`config.mk`:
```
export PLATFORM = sky130hd
export DESIGN_NAME = rmq_sqrt_cell
export DESIGN_NICKNAME = d
export VERILOG_FILES = /design/src/rotation_matrix_to_quaternion_defines.svh /design/src/rmq_pkg.sv /design/src/rmq_sqrt_cell.sv
export SDC_FILE = /design/constraint.sdc
export NUM_CORES = 1
export LEC_CHECK = 0
export ABC_AREA = 1
export BUFFER_PORTS_ARGS = -buffer_cell sky130_fd_sc_hd__buf_4
export CAP_MARGIN = 10
export CORE_ASPECT_RATIO = 1.2
export CORE_MARGIN = 2
export CORE_UTILIZATION = 47
export CTS_CLUSTER_SIZE = 12
export DETAILED_ROUTE_END_ITERATION = 10
export GPL_ROUTABILITY_DRIVEN = 0
export PLACE_DENSITY = 0.8
export SETUP_SLACK_MARGIN = 0.5
export SYNTH_ARGS = -nofsm -noshare
export SYNTH_HDL_FRONTEND = slang
export SYNTH_SLANG_ARGS = --single-unit
```
`constraint.sdc`:
```
create_clock -name clock -period 2.41 [get_ports clock]
set_clock_uncertainty 0.1 [all_clocks]
set_input_delay 0.241 -clock clock [delete_from_list [all_inputs] [get_ports clock]]
set_output_delay 0.241 -clock clock [all_outputs]
set_load 0.03 [all_outputs]
```
`src/rotation_matrix_to_quaternion_defines.svh`:
```
// Assertion macros shared by the rotation matrix to quaternion RTL.
`ifndef ROTATION_MATRIX_TO_QUATERNION_DEFINES_SVH
`define ROTATION_MATRIX_TO_QUATERNION_DEFINES_SVH

// Same-cycle implication, disabled during reset.
`define RMQ_ASSERT_NOW(lbl, ante, cons, msg) \
   lbl: assert property (@(posedge clock) disable iff (reset) (ante) |-> (cons)) \
      else $error(msg);

// Next-cycle implication, disabled during reset.
`define RMQ_ASSERT_NEXT(lbl, ante, cons, msg) \
   lbl: assert property (@(posedge clock) disable iff (reset) (ante) |=> (cons)) \
      else $error(msg);

`endif

```
`src/rmq_pkg.sv`:
```
// Shared types and constants of the rotation matrix to quaternion block.
package rmq_pkg;

   localparam int ElemWidth  = 16;
   localparam int DWidth     = 17;
   localparam int DivWidth   = 48;
   localparam int DivSteps   = DivWidth;
   localparam int SqrtSteps  = DivWidth / 2;
   localparam int RootWidth  = SqrtSteps;
   localparam int RemWidth   = RootWidth + 2;
   localparam int Lanes      = 4;

   localparam logic [1:0] BranchTrace = 2'd0;
   localparam logic [1:0] BranchX     = 2'd1;
   localparam logic [1:0] BranchY     = 2'd2;
   localparam logic [1:0] BranchZ     = 2'd3;

   typedef struct packed {
      logic               valid;
      logic [1:0]         branch;
      logic               degen;
      logic [Lanes-1:0]   neg;
      logic [DWidth-1:0]  d;
   } side_type;

endpackage

```
`src/rmq_sqrt_cell.sv`:
```
// One digit of a restoring integer square root: two radicand bits in, one root bit out.
module rmq_sqrt_cell (
   input  logic                           clock,
   input  logic [rmq_pkg::DivWidth-1:0]   v_in,
   input  logic [rmq_pkg::RemWidth-1:0]   rem_in,
   input  logic [rmq_pkg::RootWidth-1:0]  root_in,
   output logic [rmq_pkg::DivWidth-1:0]   v_out,
   output logic [rmq_pkg::RemWidth-1:0]   rem_out,
   output logic [rmq_pkg::RootWidth-1:0]  root_out
);

   logic [rmq_pkg::RemWidth+1:0]  cur, trial, diff;
   logic                          ge;
   logic [rmq_pkg::DivWidth-1:0]  v_ff;
   logic [rmq_pkg::RemWidth-1:0]  rem_ff, rem_in_next;
   logic [rmq_pkg::RootWidth-1:0] root_ff, root_in_next;

   always_comb begin
      cur   = {rem_in, v_in[rmq_pkg::DivWidth-1 -: 2]};
      trial = {2'b0, root_in, 2'b01};
      diff  = cur - trial;
      ge    = cur >= trial;
      rem_in_next  = ge ? diff[rmq_pkg::RemWidth-1:0] : cur[rmq_pkg::RemWidth-1:0];
      root_in_next = {root_in[rmq_pkg::RootWidth-2:0], ge};
   end

   always_ff @(posedge clock) begin
      v_ff    <= {v_in[rmq_pkg::DivWidth-3:0], 2'b00};
      rem_ff  <= rem_in_next;
      root_ff <= root_in_next;
   end

   assign v_out    = v_ff;
   assign rem_out  = rem_ff;
   assign root_out = root_ff;

endmodule

```
==> flow_summary.ini <==
[routing]
dr.pass1.iters = 6
drc = 0
num_vias = 4681
wirelength_um = 14730
wl_per_cell_um = 14.82
ant_nets = 0
drt_iter0_drc = 217
post_drt_via_cell_ratio = 4.709

[place]
portBuffers = 194
dpl_cell_area_um2 = 5923
dp_hpwl_um = 10300
dpl.cell_count = 909

[min_path]
whs_endpoint = rem_out[24]
hp-class = in -> reg
hp-start = rem_in[22]
min_path_cells = 3

[pwr]
cellPowerDensity_nw_per_um2 = 614.4
ir_drop_mv = 0.3354
p_leak_nw = 3.807

[worst_setup_path]
worst_ep_arrival_time_ns = 1.92
critPathCaptureType = register
worst-setup-path-type = in -> reg
required_ns = 2.61
startpoint = root_in[4]
cp-start-kind = primary input
crit_path_max_fanout = 21

[yosys]
syn_area_um2 = 4332
ys_ff_latch = 96
synth-simple-area-share_pct = 28.83
synth.most_common_cell = nand2_1
synth_xor_area_share_pct = 2.629
synth_edf_count = 0
async_flop_share_pct = 0
synth_top_family_by_area = simple AND/OR/NAND/NOR gates
synthAdderAreaFrac_pct = 7.510
synth_top_area_cell = dfxtp_1
synthMuxAreaShare_pct = 0
ys_seq_area_share_pct = 44.37
synthFlopType = dfxtp_1
synth_common_cells = nand2_1, inv_1, dfxtp_1, nor2_1, nand3_1
syn_area_per_cell_um2 = 7.244
yosys_warnings = 0
netlist_top_cells_area = dfxtp_1, nand2_1, inv_1
ys_types = 28
synth_top_area_share_pct = 44.37
netlist_instances = 598
synth_compound_area_share_pct = 4.188

[finish]
syn2layout_area_growth_pct = 57.13
stdcell_area_um2 = 6807
final-instance-count-excl-fill = 994
nNetsFinal = 994
drive_gt1_share_pct = 25.86
n_antenna_cell = 0

[sta]
finalSetupViolCount = 0
hold_viol = 0
min_period_over_period_pct = 71.18
max_freq_mhz = 582.9
hold_ws_ns = 0.01806
slew_violations = 0
fin_tns_setup_ns = 0
finalCriticalPeriod_ns = 1.716
rsz0062_at_grt = no

[die]
die_w_um = 91.64
die_area_um2 = 10000
die_height_um = 109.2
rows = 38
core_area_um2 = 8986
start_util_pct = 48.20
ios = 197

[global_routing]
track_usage_pct = 29.29
grt_overflow_total = 0
grt_pass1_wl_um = 22690
grt_max_degree = 22
first_global_vias = 4765
antenna_found_initial = 0

[cts]
post_cts_buffers = 0
htreeDepth = 3
cts_buffer_depth = 2
cts_tree = built
cts_made_buffers = 9
clk_pin_slew_ns = 0.10
clkSinkCount = 96
cts_root_buf = clkbuf_8

[job]
max-cap-violations = 0

[outcome]
status = finished clean
state kept, by name, summed over array words and instances, names as in the netlist:
name	flops
root_out	24
v_out	46
rem_out	26
cells in the final DEF, fill, tap and decap left out, types with 4 or more instances in the layout:
master         instances
a21oi_1               14
buf_4                200
clkbuf_8              10
clkinvlp_4             4
dfxtp_1               96
dlygate4sd3_1         69
ha_1                  26
inv_1                126
nand2_1              204
nand3_1               27
nand3b_1               4
nand4_1               20
nor2_1                27
o21ai_0               13
xor2_1                12
routing by layer:
layer | track usage [%] | vias to the layer above | wire [um]
met2 | 51.89 | 200 | 7225
met1 | 32.74 | 2098 | 5777
met5 | 0 | - | 0
li1 | - | 2345 | -
met3 | 7.049 | 38 | 1172
met4 | 14.94 | 0 | 559
worst max path at each step:
stage / end
3_3_place_gp: rem_out[1]
4_1_cts: rem_out[2]
2_1_floorplan: rem_out[22]
5_1_grt: rem_out[7]
3_5_place_dp: rem_out[2]
6_report: rem_out[2]
where the power goes:
group	switching, W	leakage (nW)	total (W)	internal, W
Combinational	0.000801	2.91	0.00135	0.000553
Clock	0.000626	0.0831	0.00104	0.000414
Sequential	0.0000511	0.810	0.00179	0.00174
Total	0.00148	3.81	0.00418	0.00270
critical path: stages:
cell	delay, ns
buf_4	0.09
inv_1	0.05
ha_1	0.35
nand2_1	0.12
nor2_1	0.16
inv_1	0.09
nor3_2	0.20
nand3_2	0.10
nand3_2	0.11
buf_4	0.23
nand2_1	0.07
o21ai_0	0.10
cell type report:
type / count / area (um^2)
Tap cell: 120 / 150.1
Multi-Input combinational cell: 367 / 1882
Clock buffer: 10 / 137.6
Fill cell: 635 / 2180
Sequential cell: 96 / 1922
Clock inverter: 6 / 50.05
Timing Repair Buffer: 269 / 2192
Inverter: 126 / 473.0
cells by family after synthesis:
logic type                 after synthesis
adders and majority gates               26
DFF                                     96
and+or+nand+nor                        294
xor gates and xnor gates                13
AOI/OAI and AO/OA                       32
buffers and inverters                  136
other                                    1
per-stage QoR:
step	utilization, %	power, W	setup slack, ns
after global routing	75.74	0.004358	0.5014
after detailed placement	65.91	0.003056	0.3067
after floorplan	-	0.002562	0.5576
final	75.74	0.004182	0.6945
after CTS	75.69	0.004147	0.7052
after global placement	65.91	0.003038	0.3967
what timing repair did:
action / 4_1_cts / 5_1_grt
gates resized for setup: 0 / 2
hold endpoints to repair: 69 / 0
setup endpoints to repair: 0 / 2
hold buffers: 69 / 0
Note: power is estimated with default switching activity, not from simulation.
