<file path="config.mk">
export PLATFORM = sky130hd
export DESIGN_NAME = rmq_front
export DESIGN_NICKNAME = d
export VERILOG_FILES = /design/src/rotation_matrix_to_quaternion_defines.svh /design/src/rmq_pkg.sv /design/src/rmq_front.sv
export SDC_FILE = /design/constraint.sdc
export NUM_CORES = 2
export LEC_CHECK = 0
export BUFFER_PORTS_ARGS = -buffer_cell sky130_fd_sc_hd__buf_2
export CORE_MARGIN = 4
export CORE_UTILIZATION = 40
export CTS_BUF_LIST = sky130_fd_sc_hd__clkbuf_16
export DETAILED_ROUTE_END_ITERATION = 12
export SYNTH_ARGS = -nofsm -noshare
export SYNTH_HDL_FRONTEND = slang
export SYNTH_SLANG_ARGS = --single-unit
</file>
<file path="constraint.sdc">
create_clock -name clock -period 6.6 [get_ports clock]
set_input_delay 0.66 -clock clock [delete_from_list [all_inputs] [get_ports clock]]
set_output_delay 0.66 -clock clock [all_outputs]
set_load 0.005 [all_outputs]
</file>
<file path="src/rotation_matrix_to_quaternion_defines.svh">
// Assertion macros shared by the rotation matrix to quaternion RTL.
`ifndef ROTATION_MATRIX_TO_QUATERNION_DEFINES_SVH
`define ROTATION_MATRIX_TO_QUATERNION_DEFINES_SVH

// Same-cycle implication, disabled during reset.
`define RMQ_ASSERT_NOW(lbl, ante, cons, msg) \
   lbl: assert property (@(posedge clock) disable iff (reset) (ante) |-> (cons)) \
      else $error(msg);

// Next-cycle implication, disabled during reset.
`define RMQ_ASSERT_NEXT(lbl, ante, cons, msg) \
   lbl: assert property (@(posedge clock) disable iff (reset) (ante) |=> (cons)) \
      else $error(msg);

`endif

</file>
<file path="src/rmq_pkg.sv">
// Shared types and constants of the rotation matrix to quaternion block.
package rmq_pkg;

   localparam int ElemWidth  = 16;
   localparam int DWidth     = 17;
   localparam int DivWidth   = 48;
   localparam int DivSteps   = DivWidth;
   localparam int SqrtSteps  = DivWidth / 2;
   localparam int RootWidth  = SqrtSteps;
   localparam int RemWidth   = RootWidth + 2;
   localparam int Lanes      = 4;

   localparam logic [1:0] BranchTrace = 2'd0;
   localparam logic [1:0] BranchX     = 2'd1;
   localparam logic [1:0] BranchY     = 2'd2;
   localparam logic [1:0] BranchZ     = 2'd3;

   typedef struct packed {
      logic               valid;
      logic [1:0]         branch;
      logic               degen;
      logic [Lanes-1:0]   neg;
      logic [DWidth-1:0]  d;
   } side_type;

endpackage

</file>
<file path="src/rmq_front.sv">
// Branch selection, square-root argument and squared numerators for each item.
module rmq_front (
   input  logic                                               clock,
   input  logic                                               reset,
   input  logic                                               take,
   input  logic [8:0][rmq_pkg::ElemWidth-1:0]                 mat,
   output rmq_pkg::side_type                                  side_out,
   output logic [rmq_pkg::Lanes-1:0][rmq_pkg::DivWidth-1:0]   dividend_out
);

   logic signed [15:0] a00, a01, a02, a10, a11, a12, a20, a21, a22;
   logic signed [17:0] trace;
   logic signed [18:0] d_sel;
   logic signed [16:0] n_21m12, n_02m20, n_10m01, p_01a10, p_02a20, p_12a21;
   logic signed [16:0] num [rmq_pkg::Lanes];
   logic [1:0]  branch;
   logic        x_big, y_big;

   logic                                           valid_a_ff, valid_a_in;
   logic [1:0]                                     branch_a_ff;
   logic                                           degen_a_ff;
   logic [rmq_pkg::Lanes-1:0]                      neg_a_ff, neg_a_in;
   logic [rmq_pkg::DWidth-1:0]                     d_a_ff, d_a_in;
   logic [rmq_pkg::Lanes-1:0][16:0]                mag_a_ff, mag_a_in;
   rmq_pkg::side_type                              side_ff, side_in;
   logic [rmq_pkg::Lanes-1:0][rmq_pkg::DivWidth-1:0] dividend_ff, dividend_in;
   logic [16:0] abs_n [rmq_pkg::Lanes];
   logic [33:0] sq [rmq_pkg::Lanes];

   always_comb begin
      a00 = mat[0]; a01 = mat[1]; a02 = mat[2];
      a10 = mat[3]; a11 = mat[4]; a12 = mat[5];
      a20 = mat[6]; a21 = mat[7]; a22 = mat[8];
      trace = {{2{a00[15]}}, a00} + {{2{a11[15]}}, a11} + {{2{a22[15]}}, a22};
      x_big = (a00 > a11) && (a00 > a22);
      y_big = a11 > a22;
      n_21m12 = {a21[15], a21} - {a12[15], a12};
      n_02m20 = {a02[15], a02} - {a20[15], a20};
      n_10m01 = {a10[15], a10} - {a01[15], a01};
      p_01a10 = {a01[15], a01} + {a10[15], a10};
      p_02a20 = {a02[15], a02} + {a20[15], a20};
      p_12a21 = {a12[15], a12} + {a21[15], a21};
      for (int j = 0; j < rmq_pkg::Lanes; j++) begin
         num[j] = '0;
      end
      if (trace > 18'sd0) begin
         branch = rmq_pkg::BranchTrace;
         d_sel  = {trace[17], trace} + 19'sd16384;
         num[1] = n_21m12; num[2] = n_02m20; num[3] = n_10m01;
      end else if (x_big) begin
         branch = rmq_pkg::BranchX;
         d_sel  = 19'sd16384 + {{3{a00[15]}}, a00} - {{3{a11[15]}}, a11}
                  - {{3{a22[15]}}, a22};
         num[0] = n_21m12; num[2] = p_01a10; num[3] = p_02a20;
      end else if (y_big) begin
         branch = rmq_pkg::BranchY;
         d_sel  = 19'sd16384 + {{3{a11[15]}}, a11} - {{3{a00[15]}}, a00}
                  - {{3{a22[15]}}, a22};
         num[0] = n_02m20; num[1] = p_01a10; num[3] = p_12a21;
      end else begin
         branch = rmq_pkg::BranchZ;
         d_sel  = 19'sd16384 + {{3{a22[15]}}, a22} - {{3{a00[15]}}, a00}
                  - {{3{a11[15]}}, a11};
         num[0] = n_10m01; num[1] = p_02a20; num[2] = p_12a21;
      end
      valid_a_in = take;
      // keep a harmless divisor for degenerate items; their outputs are forced to zero
      d_a_in = (d_sel <= 19'sd0) ? rmq_pkg::DWidth'(1) : d_sel[rmq_pkg::DWidth-1:0];
      for (int j = 0; j < rmq_pkg::Lanes; j++) begin
         neg_a_in[j] = num[j][16];
         abs_n[j]    = num[j][16] ? 17'(-num[j]) : 17'(num[j]);
         mag_a_in[j] = abs_n[j];
      end
   end

   always_ff @(posedge clock) begin
      if (reset) begin
         valid_a_ff <= 1'b0;
      end else begin
         valid_a_ff <= valid_a_in;
      end
      branch_a_ff <= branch;
      degen_a_ff  <= d_sel <= 19'sd0;
      neg_a_ff    <= neg_a_in;
      d_a_ff      <= d_a_in;
      mag_a_ff    <= mag_a_in;
   end

   always_comb begin
      side_in.valid  = valid_a_ff;
      side_in.branch = branch_a_ff;
      side_in.degen  = degen_a_ff;
      side_in.neg    = neg_a_ff;
      side_in.d      = d_a_ff;
      for (int j = 0; j < rmq_pkg::Lanes; j++) begin
         sq[j] = {17'b0, mag_a_ff[j]} * {17'b0, mag_a_ff[j]};
         dividend_in[j] = {sq[j], 14'b0};
      end
   end

   always_ff @(posedge clock) begin
      if (reset) begin
         side_ff <= '0;
      end else begin
         side_ff <= side_in;
      end
      dividend_ff <= dividend_in;
   end

   assign side_out     = side_ff;
   assign dividend_out = dividend_ff;

endmodule

</file>
==> impl_metrics.toml <==
[synth]
post-synth-top-area-fraction_pct = 31.4
synth_area_per_cell_um2 = 8.79
synth.area.top_cells = "sky130_fd_sc_hd__fa_1 (31%), sky130_fd_sc_hd__ha_1 (17%), sky130_fd_sc_hd__inv_1 (9.5%)"
synth.largest_area_cell = "sky130_fd_sc_hd__fa_1"
synth-seq-cells = 250
synth_top_cells_by_count = "sky130_fd_sc_hd__inv_1 (1345), sky130_fd_sc_hd__fa_1 (834), sky130_fd_sc_hd__ha_1 (740)"
yosys_warnings = 0
synth-edff-count = 0
ys_seq_area_share_pct = 9.42
synth.distinct_cells = 88
share_of_synthesized_flip_flops_with_an_asynchronous_set_or_reset_pct = 0
yosys.cell_count.top_type = "sky130_fd_sc_hd__inv_1"
synth_top_flop_cell = "sky130_fd_sc_hd__dfxtp_1"
synth_cells = 6044
synth_area_um2 = 53100

[route]
drt.antenna.violating_nets = 0
wire_per_inst_um = 17.8
vias = 40800
route.detailed.vias_per_inst = 4.97
wirelength_um = 146000
dr.first_iter.drc_count = 2532
drc = 0
drt_first_pass_iters = 6

[grt]
grt_util_overall_pct = 21.3
gr-total-overflow = 0
first_global_vias = 42600
maximum_number_of_pins_on_one_net_before_global_route_repair = 65
grt_first_pass_wirelength_um = 232000
number_of_antenna_violations_at_the_first_check_in_global_routing = 65

[sta]
final_hold_viol_count = 0
slew_headroom_pct = 37.8
post-route-min-period_ns = 6.35
maximum_clock_frequency_mhz = 157
grt_setup_unrepaired = "yes"
timing_worst_slew_pin_value_ns = 0.929
final.setup.tns_ns = 0
slew_viol_final = 0
timing.final.crit_share_pct = 96.3
final.setup_skew_ns = 0.0234
final_setup_violation_count = 0
hold_ws_ns = 0.288

[hold_path]
worst_hold_path.endpoint = "valid_a_ff$_SDFF_PP0_"
hold-path-cell-count = 2
hold_class = "primary input to register"
hold_path_startpoint = "take"

[cells_and_area]
area_growth_syn_to_layout_pct = 10.8
drive_above_1_share_pct = 10.6
stdcell_area_um2 = 58900
finalCoreUtilization_pct = 44.7
final_net_count = 8108
fillCellCount = 13100

[die]
die_footprint_um2 = 139000
fp.dieH_um = 372
floorplan.initialDensity_pct = 40.3
core.rowCount = 133
die-width_um = 372
ios = 364
design.core.area_um2 = 132000

[placed_design]
place_area_um2 = 57400
gpl.final_weighted_congestion = 0.959
io_buffers = 303
dp_hpwl_um = 128000

[critical_path]
cp-start-kind = "register"
worstPathRequired_ns = 7.06
setup.worst_path.class = "register to register"
crit_arrival_ns = 6.81
worstRegToRegCells = 23
regToRegStartpoint = "mag_a_ff[38]$_DFF_P_"
cp_max_fo = 8
critical_path.endpoint_type = "register"
timing.rr.end = "dividend_out[140]$_DFF_P_"
r2r_slack_ns = 0.25

[clocking]
cts_hold_buf = 0
cts.clk_slew.worst_paths_ns = 0.06
cts_inserted_buffers = 35
root_buffer = "sky130_fd_sc_hd__clkbuf_16"
cts_tree = "yes"
cts_sinks = 250
clock_tree.htree_level_count = 2
clock_latency_ns = 0.60
buffer_levels_on_the_longest_clock_path = 3

[flow_run]
drv_cap = 0

[status]
status = "completed"
-- cells in the final DEF, fill, tap and decap left out, types with 96 or more instances in the layout --
| cell | Yosys | routed |
|---|---|---|
| sky130_fd_sc_hd__buf_4 | 62 | 170 |
| sky130_fd_sc_hd__nor2_1 | 265 | 261 |
| sky130_fd_sc_hd__fa_1 | 834 | 833 |
| sky130_fd_sc_hd__a21oi_1 | 243 | 235 |
| sky130_fd_sc_hd__xnor2_1 | 234 | 234 |
| sky130_fd_sc_hd__xor2_1 | 96 | 96 |
| sky130_fd_sc_hd__o21ai_0 | 161 | 154 |
| sky130_fd_sc_hd__dfxtp_1 | 250 | 209 |
| sky130_fd_sc_hd__nand2_1 | 471 | 470 |
| sky130_fd_sc_hd__ha_1 | 740 | 738 |
| sky130_fd_sc_hd__buf_2 | 19 | 303 |
| sky130_fd_sc_hd__and2_1 | 229 | 227 |
| sky130_fd_sc_hd__inv_1 | 1345 | 1351 |
-- kinds of logic after synthesis --
group,Yosys count,share of synthesized area [%]
buffers and inverters,1582,11.7
muxes,60,1.16
DFF,250,9.42
other,1,0.00706
and+or+nand+nor,1364,12.5
xor gates and xnor gates,330,5.44
adders and majority gates,1574,48.8
AOI/OAI and AO/OA,883,11.0
-- timing repair --
item | 4_1_cts | 5_1_grt
resized for setup | 5 | 94
endpoints found under the setup margin | 5 | 28
pin swaps | 0 | 16
buffers inserted | 0 | 5
-- through the flow --
stage          setup WS, ns  instances
4_1_cts             0.00593       8163
3_3_place_gp        -0.0613       8100
3_5_place_dp        -0.0471       8100
5_1_grt              -0.156       8174
6_report              0.247       8205
2_1_floorplan        0.0297       6103
-- sequential cells by signal, indices dropped and copies added, names as in the netlist --
| name | cells |
|---|---|
| valid_a_ff | 1 |
| branch_a_ff | 2 |
| degen_a_ff | 1 |
| mag_a_ff | 68 |
| dividend_out | 132 |
| d_a_ff | 17 |
| neg_a_ff | 4 |
| side_out | 25 |
-- worst max-delay path by stage --
stage,depth (start not counted),slack (ns),startpoint,to
floorplan,24,0.03,mag_a_ff[19]$_DFF_P_,dividend_out[95]$_DFF_P_
global placement,23,-0.06,mag_a_ff[38]$_DFF_P_,dividend_out[140]$_DFF_P_
detailed placement,23,-0.05,mag_a_ff[38]$_DFF_P_,dividend_out[142]$_DFF_P_
CTS,23,0.006,mag_a_ff[38]$_DFF_P_,dividend_out[142]$_DFF_P_
global route,23,-0.16,mag_a_ff[38]$_DFF_P_,dividend_out[140]$_DFF_P_
finish,23,0.25,mag_a_ff[38]$_DFF_P_,dividend_out[140]$_DFF_P_
-- layer usage --
layer | track usage, % | up-vias | routed length [um]
li1 | - | 19600 | -
met5 | 0 | - | 216
met4 | 6.92 | 28 | 5350
met1 | 27.6 | 20000 | 62000
met2 | 35.3 | 993 | 68200
met3 | 4.58 | 221 | 10500
-- layout make-up --
cell class              instances  area (um2)  share of cell area [%]
diodes                         37        92.6                   0.157
clock buffers                  36         901                    1.53
clock inverters                27         195                   0.332
inverters                    1346        5060                    8.59
multi-input cells            4271       42400                    72.0
flip-flops and latches        250        5060                    8.60
well taps                    1755        2200                    3.73
repair buffers                483        2970                    5.04
-- worst max-delay path, stage by stage, from the launching register on --
cell	delay (ns)
sky130_fd_sc_hd__dfxtp_2	0.37
sky130_fd_sc_hd__buf_4	0.17
sky130_fd_sc_hd__and2_1	0.17
sky130_fd_sc_hd__fa_1	0.54
sky130_fd_sc_hd__inv_1	0.05
sky130_fd_sc_hd__fa_1	0.44
sky130_fd_sc_hd__fa_1	0.54
sky130_fd_sc_hd__inv_1	0.04
sky130_fd_sc_hd__ha_1	0.28
sky130_fd_sc_hd__fa_1	0.48
sky130_fd_sc_hd__inv_1	0.05
sky130_fd_sc_hd__fa_1	0.47
sky130_fd_sc_hd__inv_1	0.04
sky130_fd_sc_hd__ha_1	0.32
sky130_fd_sc_hd__a2111oi_1	0.51
sky130_fd_sc_hd__buf_4	0.21
sky130_fd_sc_hd__a21oi_1	0.14
sky130_fd_sc_hd__a221oi_2	0.38
sky130_fd_sc_hd__o21ai_2	0.14
sky130_fd_sc_hd__o41ai_2	0.28
sky130_fd_sc_hd__o21ai_1	0.16
sky130_fd_sc_hd__nor4_2	0.19
sky130_fd_sc_hd__nor2_1	0.11
sky130_fd_sc_hd__xor2_1	0.15
Power is not shown: default switching activity piles up to over one toggle a cycle in this logic, so the estimate is an artifact.
