### config.mk
export PLATFORM = sky130hd
export DESIGN_NAME = rmq_div_cell
export DESIGN_NICKNAME = d
export VERILOG_FILES = /design/src/rotation_matrix_to_quaternion_defines.svh /design/src/rmq_pkg.sv /design/src/rmq_div_cell.sv
export SDC_FILE = /design/constraint.sdc
export NUM_CORES = 1
export LEC_CHECK = 0
export ABC_AREA = 1
export BUFFER_PORTS_ARGS = -buffer_cell sky130_fd_sc_hd__buf_2
export CAP_MARGIN = 30
export CORE_MARGIN = 5
export CORE_UTILIZATION = 40
export CTS_BUF_LIST = sky130_fd_sc_hd__clkbuf_8
export CTS_CLUSTER_SIZE = 16
export DETAILED_ROUTE_END_ITERATION = 8
export PLACE_DENSITY = 0.68
export SETUP_SLACK_MARGIN = 0.02
export SLEW_MARGIN = 5
export SYNTH_ARGS = -nofsm -noshare
export SYNTH_HDL_FRONTEND = slang
export SYNTH_SLANG_ARGS = --single-unit
### constraint.sdc
create_clock -name clock -period 1.87 [get_ports clock]
set_input_delay 0 -clock clock [delete_from_list [all_inputs] [get_ports clock]]
set_output_delay 0 -clock clock [all_outputs]
set_load 0.005 [all_outputs]
### src/rotation_matrix_to_quaternion_defines.svh
// Assertion macros shared by the rotation matrix to quaternion RTL.
`ifndef ROTATION_MATRIX_TO_QUATERNION_DEFINES_SVH
`define ROTATION_MATRIX_TO_QUATERNION_DEFINES_SVH

// Same-cycle implication, disabled during reset.
`define RMQ_ASSERT_NOW(lbl, ante, cons, msg) \
   lbl: assert property (@(posedge clock) disable iff (reset) (ante) |-> (cons)) \
      else $error(msg);

// Next-cycle implication, disabled during reset.
`define RMQ_ASSERT_NEXT(lbl, ante, cons, msg) \
   lbl: assert property (@(posedge clock) disable iff (reset) (ante) |=> (cons)) \
      else $error(msg);

`endif

### src/rmq_pkg.sv
// Shared types and constants of the rotation matrix to quaternion block.
package rmq_pkg;

   localparam int ElemWidth  = 16;
   localparam int DWidth     = 17;
   localparam int DivWidth   = 48;
   localparam int DivSteps   = DivWidth;
   localparam int SqrtSteps  = DivWidth / 2;
   localparam int RootWidth  = SqrtSteps;
   localparam int RemWidth   = RootWidth + 2;
   localparam int Lanes      = 4;

   localparam logic [1:0] BranchTrace = 2'd0;
   localparam logic [1:0] BranchX     = 2'd1;
   localparam logic [1:0] BranchY     = 2'd2;
   localparam logic [1:0] BranchZ     = 2'd3;

   typedef struct packed {
      logic               valid;
      logic [1:0]         branch;
      logic               degen;
      logic [Lanes-1:0]   neg;
      logic [DWidth-1:0]  d;
   } side_type;

endpackage

### src/rmq_div_cell.sv
// One restoring division step: consumes a dividend bit, shifts in a quotient bit.
module rmq_div_cell (
   input  logic                           clock,
   input  logic [rmq_pkg::DWidth-1:0]     divisor,
   input  logic [rmq_pkg::DivWidth-1:0]   x_in,
   input  logic [rmq_pkg::DWidth-1:0]     r_in,
   output logic [rmq_pkg::DivWidth-1:0]   x_out,
   output logic [rmq_pkg::DWidth-1:0]     r_out
);

   logic [rmq_pkg::DWidth:0]     cur, diff;
   logic                         ge;
   logic [rmq_pkg::DivWidth-1:0] x_ff, x_in_next;
   logic [rmq_pkg::DWidth-1:0]   r_ff, r_in_next;

   always_comb begin
      cur  = {r_in, x_in[rmq_pkg::DivWidth-1]};
      diff = cur - {1'b0, divisor};
      ge   = cur >= {1'b0, divisor};
      r_in_next = ge ? diff[rmq_pkg::DWidth-1:0] : cur[rmq_pkg::DWidth-1:0];
      x_in_next = {x_in[rmq_pkg::DivWidth-2:0], ge};
   end

   always_ff @(posedge clock) begin
      x_ff <= x_in_next;
      r_ff <= r_in_next;
   end

   assign x_out = x_ff;
   assign r_out = r_ff;

endmodule

==> results of run 1 <==
## power by group through the flow
stage          Combinational (mW)  Clock [mW]  Sequential [mW]
6_report                     1.01        1.05             1.54
5_1_grt                      1.13        1.15             1.55
4_1_cts                     0.965        1.07             1.54
3_5_place_dp                0.852           0             1.57
3_3_place_gp                0.835           0             1.57
2_1_floorplan               0.463           0             1.59
## cells in the final DEF, fill, tap and decap left out, types with 2 or more instances in the layout
cell type	instances
a21oi_2	2
clkbuf_8	9
buf_4	33
nand4_1	4
nand2_2	17
nand3_1	29
nand2_4	11
dlygate4sd3_1	64
inv_1	64
nand3_2	3
buf_6	2
inv_6	2
buf_2	147
nand2_1	107
nor2_1	8
ha_1	17
clkinvlp_4	3
a21oi_1	9
nor3_4	2
nor3_1	2
nor2_2	4
xor2_1	7
dfxtp_1	65
inv_2	4
nand2_8	2
## worst paths after layout
check                  endpoint  slack, ps  cells after the start
worst max-delay path  r_out[12]        130                     12
worst min-delay path   r_out[0]         40                      5
## timing repair
item,4_1_cts,5_1_grt
setup endpoints to repair,3,18
hold buffers,64,0
pin swaps,1,4
setup buffers,1,10
cloned,0,1
hold endpoints to repair,64,0
gates resized for setup,0,8
## metal layers
metal / vias up / wire length (um) / global-route usage
li1: 1621 / - / -
met1: 1373 / 3670 / 0.218
met2: 115 / 4690 / 0.379
met3: 14 / 850 / 0.0663
met4: 0 / 152 / 0.0699
met5: - / 0 / 0
## flip-flops by register name, indices dropped and copies added, names as in the netlist
name	cells
x_out	48
r_out	17
## synthesized netlist by cell type, drive strengths merged
| cell | instances | area [um2] |
|---|---|---|
| dfxtp | 65 | 1300 |
| and2 | 1 | 6.26 |
| o21ai | 1 | 8.76 |
| nand4 | 4 | 25.0 |
| a21oi | 11 | 62.6 |
| nor3 | 4 | 36.3 |
| nand3 | 33 | 185 |
| buf | 4 | 43.8 |
| xor2 | 7 | 61.3 |
| ha | 17 | 213 |
| nand2 | 136 | 643 |
| inv | 68 | 255 |
| nor2 | 13 | 61.3 |
| clkinv | 1 | 3.75 |
| fa | 1 | 20.0 |
## logic make-up after synthesis
group | Yosys count | synth area share
simple gates | 191 | 0.327
buf+inv | 73 | 0.103
flops | 65 | 0.445
fa+ha+maj | 18 | 0.0795
compound gates | 12 | 0.0244
xor+xnor | 7 | 0.0209
## layout make-up
class | instances | share of cell area
Tap cell | 99 | 0.0253
Multi-Input combinational cell | 229 | 0.280
Inverter | 69 | 0.0528
Sequential cell | 65 | 0.266
Timing Repair Buffer | 247 | 0.340
Clock inverter | 7 | 0.0110
Clock buffer | 9 | 0.0253
## stage by stage
| step | power, mW | instances | TNS (ps) |
|---|---|---|---|
| 2_1_floorplan | 2.06 | 366 | 0 |
| 3_3_place_gp | 2.40 | 633 | -4430 |
| 3_5_place_dp | 2.42 | 633 | -5610 |
| 4_1_cts | 3.58 | 714 | 0 |
| 5_1_grt | 3.83 | 725 | 0 |
| 6_report | 3.60 | 725 | 0 |
==> impl_metrics.py, run 1 <==
metrics = {
    "run_status": {
        "outcome": "finished, final reports clean",
    },
    "timing": {
        "finalSetupViolCount": 0,
        "grt_setup_unrepaired": "yes",
        "timing.final.ws_setup_ps": 125,
        "timing_hold_violations_final": 0,
        "fmax_ghz": 0.573,
        "slew_headroom": 0.818,
        "timing_worst_slew_pin_value_ps": 272,
        "period_minus_slack_ps": 1740,
        "post-route-period-util": 0.933,
        "fin_worst_hold_slack_ps": 37.4,
        "timing_max_transition_violations_final": 0,
    },
    "setup_path": {
        "worstSetupStartpointType": "input port",
        "path_max_fanout": 17,
        "worst_path_largest_cell_delay_ps": 550,
        "timing.setup.critical_path_class": "input port to register",
        "endpoint_kind": "register",
        "critPathSlowestCell": "dlygate4sd3_1",
        "critical_path_arrival_ps": 1970,
        "timing.critical_path.from": "r_in[13]",
        "critical-path-top-delay-family": "buffers and inverters",
        "critical-path-top-cell-by-count": "nand2_2",
        "crit_buf_inv": 4,
        "worst-endpoint-required_ps": 2100,
        "worstPathCellList": "dlygate4sd3_1 > buf_2 > ha_1 > nand2_2 > nor2_2 > nand2_2 > nor2_4 > nor3_4 > buf_4 > buf_6 > nand3_1 > nand2_2",
    },
    "clock_tree": {
        "cts_made_buffers": 9,
        "clk_slew_on_worst_s_h_paths_ps": 80,
        "number_of_buffers_between_clock_root_and_the_deepest_sink": 2,
        "root_buffer": "clkbuf_8",
        "cts_tree": "built",
        "number_of_sinks_handled_by_clock_tree_synthesis": 65,
        "htree_num_levels": 3,
    },
    "routing": {
        "via_count": 3123,
        "remaining_drc_errors": 0,
        "count_of_nets_left_with_antenna_violations_after_detail_routing": 0,
        "drt_first_iter_violations": 75,
        "wl_per_cell_um": 12.9,
        "drt-pass1-iter-count": 4,
        "vias_per_cell": 4.31,
        "finalWirelength_um": 9370,
    },
    "yosys": {
        "synthesis.area_per_instance_um2": 8.00,
        "synth.cell_area_um2": 2930,
        "postSynthNetCount": 467,
        "synth_cells": 366,
        "postSynthRegisterBits": 65,
        "yosys_warnings": 0,
        "synth.distinct_cells": 26,
        "synth_sequential_area_ratio": 0.445,
    },
    "finish": {
        "final_area_um2": 4900,
        "multi_input_comb_area_um2": 1370,
        "layout.core_utilization": 0.683,
        "area_growth_pct": 67.5,
        "seq_area_um2": 1300,
        "diodes": 0,
        "post_route_cells_drive_above_1_share": 0.396,
        "fin_nets": 722,
        "fillCellCount": 568,
    },
    "placed_design": {
        "cell_area_reported_after_detailed_placement_um2": 3930,
        "placement.setup.worst_slack_ps": -373,
        "gpl.final_weighted_congestion": 0.867,
        "dp_hpwl_um": 6680,
        "placement.io_buffers": 147,
    },
    "global_route": {
        "first_global_vias": 3120,
        "maximum_number_of_pins_on_one_net_before_global_route_repair": 19,
        "grt_overflow_total": 0,
        "grt_first_pass_wirelength_um": 14400,
        "antenna_found_initial": 0,
        "track_usage": 0.206,
    },
    "hold_path": {
        "hp-start": "divisor[0]",
        "holdCritPathClass": "input port to register",
    },
    "die": {
        "fp.dieH_um": 95.5,
        "die-area_um2": 9130,
        "initial_utilization": 0.408,
        "coreArea_um2": 7180,
        "row_count": 31,
        "pin_count": 148,
        "die_width_um": 95.5,
    },
    "power_and_ir_drop": {
        "power_report.internal_total_mw": 2.51,
        "combinationalPowerShare": 0.282,
        "power.share.sequential": 0.427,
        "p_sw_frac": 0.303,
        "vdd_drop_max_v": 0.000320,
        "clkPwrFrac": 0.291,
        "power.switching_mw": 1.09,
        "p_per_area_nw_per_um2": 735,
        "leakage_nw": 2.75,
    },
    "flow_run": {
        "maxCapViolations": 0,
    },
}
Power figures use the tool's default switching activity.
==> inputs of run 2 (changes only) <==
Settings changed: CELL_PAD_IN_SITES_DETAIL_PLACEMENT from default to 0, CELL_PAD_IN_SITES_GLOBAL_PLACEMENT from default to 1, CORE_UTILIZATION 40 to 33, PLACE_DENSITY 0.68 to 0.79.
==> impl_metrics.py, run 2 (same netlist as run 1, synthesis figures left out) <==
metrics = {
    "finish": {
        "fin_nets": 702,
        "area_growth_pct": 62.2,
        "final_common_cell": "buf_2",
        "layout.core_utilization": 0.547,
        "post_route_cells_drive_above_1_share": 0.375,
        "final_cell_mix": "buf_2, nand2_1, dfxtp_1, inv_1, dlygate4sd3_1",
        "largest_register_ffs": 48,
        "diodes": 0,
    },
    "placed_design": {
        "dp_hpwl_um": 7210,
        "placement.io_buffers": 147,
        "gpl.final_weighted_congestion": 0.842,
    },
    "die": {
        "pin_count": 148,
        "coreArea_um2": 8680,
        "die_width_um": 104,
        "fp.dieH_um": 104,
        "row_count": 34,
        "die-area_um2": 10900,
        "initial_utilization": 0.337,
    },
    "hold_path": {
        "worst_hold_path.num_cells": 5,
        "holdCritPathClass": "input port to register",
    },
    "clock_tree": {
        "setup_bufs_post_cts": 0,
        "cts_made_buffers": 9,
        "number_of_sinks_handled_by_clock_tree_synthesis": 65,
        "root_buffer": "clkbuf_8",
        "cts_hold_repair.buffers": 64,
        "cts_tree": "built",
        "htree_num_levels": 3,
        "clk_slew_on_worst_s_h_paths_ps": 80,
        "number_of_buffers_between_clock_root_and_the_deepest_sink": 2,
        "cts_resized": 0,
    },
    "routing": {
        "via_count": 3034,
        "drt_first_iter_violations": 127,
        "count_of_nets_left_with_antenna_violations_after_detail_routing": 0,
        "wl_per_cell_um": 13.5,
        "drt-pass1-iter-count": 4,
        "vias_per_cell": 4.25,
        "finalWirelength_um": 9650,
        "remaining_drc_errors": 0,
    },
    "power_and_ir_drop": {
        "final_power_mw": 3.79,
        "vdd_drop_max_v": 0.000403,
        "leakage_nw": 2.68,
        "p_per_area_nw_per_um2": 799,
    },
    "setup_path": {
        "path_max_fanout": 18,
        "critical-path-top-delay-family": "simple AND/OR/NAND/NOR gates",
        "worstSetupStartpointType": "input port",
        "worst-endpoint-required_ps": 2090,
        "cp.depth": 11,
        "critical_path_arrival_ps": 1740,
        "critical-path-top-cell-by-count": "nand2_1",
        "timing.setup.critical_path_class": "input port to register",
        "endpoint_kind": "register",
        "crit_buf_inv": 3,
        "worstPathCellList": "buf_2 > inv_1 > ha_1 > nand2_2 > inv_2 > nand3_2 > a21oi_2 > nor3_4 > nand2_4 > nand2_1 > nand2_1",
        "worst_path_largest_cell_delay_ps": 410,
        "critPathSlowestCell": "nor3_4",
    },
    "timing": {
        "grt_setup_unrepaired": "no",
        "timing_max_transition_violations_final": 0,
        "slew_headroom": 0.690,
        "finalSetupViolCount": 0,
        "timing_worst_slew_pin_value_ps": 464,
        "post-route-period-util": 0.811,
        "period_minus_slack_ps": 1520,
        "fmax_ghz": 0.659,
        "timing_hold_violations_final": 0,
    },
    "flow_run": {
        "maxCapViolations": 0,
    },
    "global_route": {
        "maximum_number_of_pins_on_one_net_before_global_route_repair": 19,
        "grt_overflow_total": 0,
        "antenna_found_initial": 0,
        "first_global_vias": 3202,
        "track_usage": 0.181,
        "grt_first_pass_wirelength_um": 16000,
    },
    "run_status": {
        "outcome": "finished, final reports clean",
    },
}
[run 2: tightest hold or removal path: stages]
cell	delay (ps)
buf_2	80
ha_1	120
inv_1	50
nand2_1	60
nand2_1	40
[run 2: through the flow]
step                setup slack, ps  std cells  cell area (um2)  hold WS (ps)  TNS [ps]
floorplan                       420        366             2930          27.7         0
global placement               71.9        634             3880           102         0
detailed placement            -21.7        634             3880           104     -99.0
CTS                             346        714             4750          24.0         0
global route                    164        714             4750          66.2         0
finish                          353        714             4750          54.1         0
[run 2: power breakdown]
part           switching (mW)  internal, mW  total (mW)  leakage, nW
logic                   0.482         0.454       0.936         2.01
registers              0.0315          1.51        1.54        0.548
clock network           0.551         0.762        1.31        0.114
total                    1.06          2.73        3.79         2.68
[run 2: cell type report]
cell class	count	area [um2]
Clock buffer	9	124
Sequential cell	65	1300
Multi-Input combinational cell	228	1320
Clock inverter	7	100
Timing Repair Buffer	228	1500
Tap cell	108	135
Inverter	69	259
Fill cell	824	3930
[run 2: path summary, 6_finish.rpt]
kind,slack [ps],from,endpoint
setup / recovery,350,divisor[15],r_out[9]
hold / removal,50,divisor[0],r_out[0]
[run 2: per-layer routing]
metal  vias up  track usage  wire, um
met3        12       0.0608       650
met5         -            0         0
met2       114        0.329      4890
li1       1585            -         -
met1      1323        0.200      4000
met4         0       0.0472       114
==> inputs of run 3 (changes only) <==
Settings changed: CORE_UTILIZATION 33 to 29, PLACE_DENSITY 0.79 to 0.73.
Clock period 1.87 ns to 1.3 ns, I/O delays scaled along.
==> impl_metrics.py, run 3 (same netlist as run 1, synthesis figures left out) <==
metrics = {
    "timing": {
        "setup-tns-final_ps": 0,
        "grt_setup_unrepaired": "no",
        "fmax_ghz": 0.834,
        "post-route-period-util": 0.922,
        "period_minus_slack_ps": 1200,
        "timing_max_transition_violations_final": 0,
        "timing_hold_violations_final": 0,
        "timing_worst_slew_pin_value_ps": 253,
        "finalSetupViolCount": 0,
        "slew_headroom": 0.831,
    },
    "finish": {
        "diodes": 0,
        "largest_register_ffs": 48,
        "fin_nets": 727,
        "area_growth_pct": 79.9,
        "fillCellCount": 914,
        "multi_input_comb_area_um2": 1590,
        "final_cell_mix": "buf_2, nand2_1, dfxtp_1, inv_1, dlygate4sd3_1",
        "final_common_cell": "buf_2",
        "seq_area_um2": 1300,
        "post_route_cells_drive_above_1_share": 0.448,
        "final_cell_count_no_fill": 764,
        "layout.core_utilization": 0.536,
    },
    "power_and_ir_drop": {
        "leakage_nw": 2.84,
        "p_per_area_nw_per_um2": 1130,
        "final_power_mw": 5.96,
        "vdd_drop_max_v": 0.000534,
    },
    "setup_path": {
        "worstSetupStartpointType": "input port",
        "critPathSlowestCell": "fa_2",
        "worst-endpoint-required_ps": 1600,
        "worst_path_largest_cell_delay_ps": 390,
        "critical-path-top-delay-family": "adder cells",
        "worstPathCellList": "buf_2 > inv_1 > ha_1 > inv_1 > fa_2 > nand3_2 > nand3_4 > buf_4 > buf_4 > xor2_1 > nand2_4 > nand2_2",
        "path_max_fanout": 4,
        "endpoint_kind": "register",
        "crit_buf_inv": 5,
        "timing.setup.critical_path_class": "input port to register",
        "critical_path_arrival_ps": 1500,
    },
    "routing": {
        "via_count": 3101,
        "finalWirelength_um": 10200,
        "drt-pass1-iter-count": 4,
        "drt_first_iter_violations": 97,
        "remaining_drc_errors": 0,
        "count_of_nets_left_with_antenna_violations_after_detail_routing": 0,
        "wl_per_cell_um": 13.3,
        "vias_per_cell": 4.06,
    },
    "clock_tree": {
        "number_of_sinks_handled_by_clock_tree_synthesis": 65,
        "htree_num_levels": 3,
        "root_buffer": "clkbuf_8",
        "clk_slew_on_worst_s_h_paths_ps": 90,
        "cts_tree": "built",
        "cts_made_buffers": 9,
        "number_of_buffers_between_clock_root_and_the_deepest_sink": 2,
    },
    "hold_path": {
        "worst_hold_path.num_cells": 4,
        "hp-start": "r_in[13]",
        "holdCritPathClass": "input port to register",
        "min_to": "r_out[14]",
    },
    "global_route": {
        "grt_first_pass_wirelength_um": 16900,
        "first_global_vias": 3275,
        "grt_overflow_total": 0,
        "antenna_found_initial": 0,
        "track_usage": 0.170,
        "maximum_number_of_pins_on_one_net_before_global_route_repair": 14,
    },
    "die": {
        "pin_count": 148,
        "die-area_um2": 12200,
        "coreArea_um2": 9820,
        "fp.dieH_um": 110,
        "die_width_um": 110,
        "initial_utilization": 0.298,
        "row_count": 36,
    },
    "placed_design": {
        "place_inst": 684,
        "gpl.final_weighted_congestion": 0.848,
        "dp_hpwl_um": 7860,
        "placement.io_buffers": 147,
    },
    "run_status": {
        "outcome": "finished, final reports clean",
    },
    "flow_run": {
        "maxCapViolations": 0,
    },
}
## run 3: per-layer routing
metal	wire, um	GRT usage	up-vias
li1	-	-	1631
met1	4420	0.199	1356
met2	5080	0.309	105
met3	564	0.0481	9
met4	88	0.0337	0
met5	0	0	-
## run 3: area by class of cell
type | count | share of cell area
Multi-Input combinational cell | 228 | 0.302
Clock inverter | 7 | 0.0238
Inverter | 69 | 0.0501
Tap cell | 133 | 0.0316
Timing Repair Buffer | 253 | 0.322
Clock buffer | 9 | 0.0235
Sequential cell | 65 | 0.247
## run 3: through the flow
stage / worst slack [ps] / hold WS [ps] / area [um2]
after floorplan: -42.6 / 27.7 / 3180
after global placement: -220 / 103 / 4370
after detailed placement: -267 / 104 / 4370
after CTS: 126 / 5.15 / 5230
after global routing: 13.8 / 39.6 / 5270
final: 101 / 23.5 / 5270
## run 3: worst max path at each step
stage,slack (ps),end,startpoint,cells past startpoint
after floorplan,-40,r_out[5],r_in[1],11
final,100,r_out[4],x_in[47],12
after global placement,-220,r_out[16],x_in[47],15
after global routing,10,r_out[16],x_in[47],15
after detailed placement,-270,r_out[16],x_in[47],15
after CTS,130,r_out[16],x_in[47],15
## run 3: where the power goes
group	switching [mW]	internal, mW
combinational	0.763	0.820
sequential	0.0481	2.17
clock	0.863	1.29
total	1.67	4.29
## run 3: worst min-delay path, delay by kind of cell
kind | cells | cell delay [ps]
AND/OR/NAND/NOR | 2 | 130
buffers and inverters | 2 | 210
## run 3: what timing repair did
| action | CTS | global route |
|---|---|---|
| hold endpoints to repair | 61 | 0 |
| gates resized for setup | 0 | 3 |
| hold buffers | 61 | 0 |
| setup endpoints to repair | 0 | 2 |
| setup buffers | 0 | 3 |
